<file path="src/design/bol_ram.sv">
// Generic simple dual-port RAM: one write port, one read port, registered read.
`default_nettype none
module bol_ram #(
    parameter int WIDTH = 8,
    parameter int DEPTH = 16
) (
    input  wire logic                     i_clk,
    input  wire logic                     i_we,
    input  wire logic [$clog2(DEPTH)-1:0] i_waddr,
    input  wire logic [WIDTH-1:0]         i_wdata,
    input  wire logic [$clog2(DEPTH)-1:0] i_raddr,
    output logic      [WIDTH-1:0]         o_rdata
);

    logic [WIDTH-1:0] r_mem [DEPTH];

    always_ff @(posedge i_clk) begin
        if (i_we) begin
            r_mem[i_waddr] <= i_wdata;
        end
        o_rdata <= r_mem[i_raddr];
    end

endmodule
`default_nettype wire

</file>
<file path="config.mk">
export PLATFORM = sky130hd
export DESIGN_NAME = bol_ram
export DESIGN_NICKNAME = d
export VERILOG_FILES = /design/src/design/bol_ram.sv
export SDC_FILE = /design/constraint.sdc
export NUM_CORES = 1
export LEC_CHECK = 0
export BUFFER_PORTS_ARGS = -buffer_cell sky130_fd_sc_hd__clkbuf_2
export CELL_PAD_IN_SITES_DETAIL_PLACEMENT = 1
export CELL_PAD_IN_SITES_GLOBAL_PLACEMENT = 2
export CORE_MARGIN = 10
export CORE_UTILIZATION = 52
export CTS_CLUSTER_SIZE = 24
export DETAILED_ROUTE_END_ITERATION = 16
export PLACE_DENSITY = 0.8
export SLEW_MARGIN = 15
export SYNTH_ARGS = -nofsm -noshare
export SYNTH_HDL_FRONTEND = slang
export SYNTH_SLANG_ARGS = --single-unit
export TNS_END_PERCENT = 1
</file>
<file path="constraint.sdc">
create_clock -name i_clk -period 5.4 [get_ports i_clk]
set_clock_uncertainty 0.05 [all_clocks]
set_input_delay 0.54 -clock i_clk [delete_from_list [all_inputs] [get_ports i_clk]]
set_output_delay 0.54 -clock i_clk [all_outputs]
set_load 0.01 [all_outputs]
</file>
==> results.cfg <==
[status]
outcome = completed

[power]
pwr_density_cell_mw_per_mm2 = 399
p_leak_nw = 1.99
power.share.switching = 0.199
peakVddDrop_uv = 245
pwr-share-seq = 0.501
power.switching_mw = 0.471
clkPwrFrac = 0.454
power.internal_mw = 1.90
power_frac_comb = 0.045

[route]
drt_iter0_drc = 264
final_antenna_net_count = 0
vias_per_cell = 5.85
drt_first_pass_iters = 6
drc = 0
vias = 2412
routed_wl_um = 10300
avgRoutedWirePerCell_um = 24.9

[synthesis]
seq_area_frac_synth = 0.778
ys_ff_latch = 136
synthCells = 229
yosys_warnings = 0
syn-cell-area_sq_mm = 0.00515
ys_types = 19
synth.avg_cell_area_sq_um = 22.5
syn_nets = 247

[timing]
setup_violations = 0
finalSetupTns_ns = 0
slew_headroom = 0.354
drv_slew = 0
fin_crit_ns = 1.84
clock.fmax_mhz = 544
tightest_slew_ns = 0.965
final_hold_viol_count = 0
period_share = 0.340
rsz0062_at_grt = false

[worst_setup_path]
criticalPathCategory = in -> reg
endpoint_kind = flop
cp_max_fo = 32
cp_num_buf_inv = 2
r2r_slack_ns = 3.92
slowest_delay_ns = 0.64
crit_chain = clkbuf_2, buf_4, mux4_1, a22oi_1, nand2_1
arrival_ns = 2.18
start_kind = input pin
worstPathRequired_ns = 5.74
crit_family = multiplexers
worst_path_max_delay_cell = mux4_1
regToRegEndpoint = o_rdata[7]
worst_r2r_startpoint = r_mem[3][7]
reg2reg_depth = 3

[global_routing]
grt.overflow.total = 0
grt_pass1_vias = 2607
grt_pass1_wl_um = 16000
antenna_found_initial = 0
grt_use_total = 0.152
grt_max_degree = 33

[cts]
cts_resized = 0
cts_tree = yes
postCtsHoldBufs = 0
cts_max_path_buffers = 2
clock_sinks = 136
root_buffer = clkbuf_8
post-cts-setup-buffers = 0
clkTransAtPathRegs_ns = 0.06
cts_buffers = 17
clock_latency_ns = 0.51
h-tree-depth = 4

[layout]
syn2layout_area_growth_pct = 15.4
final_nets = 284
utilization = 0.611
fillCellCount = 841
final_common_cell = edfxtp_1
final_cell_mix = edfxtp_1, clkbuf_2, mux4_2
layout-drive-gt1-share = 0.280
n_antenna_cell = 0

[min_path]
hold_path_end = r_mem[4][3]
hold_class = in -> reg
hold_start = i_wdata[3]
hold_path_depth = 1

[place]
dp_hpwl_um = 6500
io_buffers = 25
place.gp.congestion = 0.735

[flow_run]
maxCapViolations = 0

[floorplanning]
die_y_um = 119
start_util = 0.529
fp.dieW_um = 119
die_area_sq_mm = 0.0143
io_pins = 26
row_count = 36
core_sq_mm = 0.00973
cell usage after synthesis, drive strengths merged:
cell type,instances,share of area
edfxtp,128,0.75
mux4,32,0.15
a22oi,16,0.023
nor2,13,0.0095
nand2,9,0.0066
dfxtp,8,0.031
buf,7,0.011
nor3,4,0.0039
clkdlybuf4s25,3,0.0058
nand2b,2,0.0024
nand3b,2,0.0029
and2,1,0.0012
and2b,1,0.0015
nand3,1,0.00097
nor2b,1,0.0012
or3b,1,0.0017
cell families after synthesis:
family                 Yosys count  share of synthesized area
AO/OA/AOI/OAI                   16                     0.0233
buffers and inverters           10                     0.0168
flip-flops                     136                      0.778
multiplexers                    32                      0.150
AND/OR/NAND/NOR                 35                     0.0318
state kept, by name, summed over array words and instances (netlist names):
| register | cells |
|---|---|
| r_mem | 128 |
| o_rdata | 8 |
layer usage:
layer,up-vias,part of all wire,global-route usage
met4,0,0.014,0.0573
met1,1265,0.46,0.211
li1,1059,-,-
met5,-,0,0
met2,73,0.48,0.226
met3,15,0.051,0.0436
final cells by class:
| class | count | area, sq um | area share |
|---|---|---|---|
| multi-input combinational | 83 | 1070 | 0.180 |
| tap | 133 | 166 | 0.0280 |
| clock inverter | 10 | 103 | 0.0173 |
| sequential | 136 | 4000 | 0.674 |
| timing repair buffer | 28 | 148 | 0.0249 |
| clock buffer | 22 | 453 | 0.0762 |
per-stage QoR:
step | std cells | hold WS, ns | worst slack, ns | area (sq um) | power, mW
global placement | 380 | 0.602 | 3.01 | 5380 | 1.31
global route | 412 | 0.419 | 3.47 | 5940 | 2.45
detailed placement | 380 | 0.620 | 2.88 | 5380 | 1.32
finish | 412 | 0.399 | 3.56 | 5940 | 2.37
floorplan | 229 | 0.579 | 3.32 | 5150 | 1.27
CTS | 412 | 0.378 | 3.42 | 5940 | 2.39
worst max path at each step:
stage	cells after the start	endpoint	from
floorplan	2	r_mem[0][0]	i_waddr[2]
global placement	3	r_mem[0][1]	i_waddr[2]
detailed placement	3	r_mem[0][5]	i_waddr[2]
CTS	3	r_mem[0][5]	i_waddr[2]
global route	5	o_rdata[2]	i_raddr[0]
finish	5	o_rdata[0]	i_raddr[0]
power groups by stage:
| stage | sequential [mW] | combinational [mW] | clock, mW |
|---|---|---|---|
| global placement | 1.21 | 0.105 | 0 |
| finish | 1.19 | 0.107 | 1.07 |
| detailed placement | 1.21 | 0.108 | 0 |
| global route | 1.19 | 0.117 | 1.14 |
| CTS | 1.19 | 0.109 | 1.09 |
| floorplan | 1.21 | 0.0599 | 0 |
(Power assumes the default switching activity.)
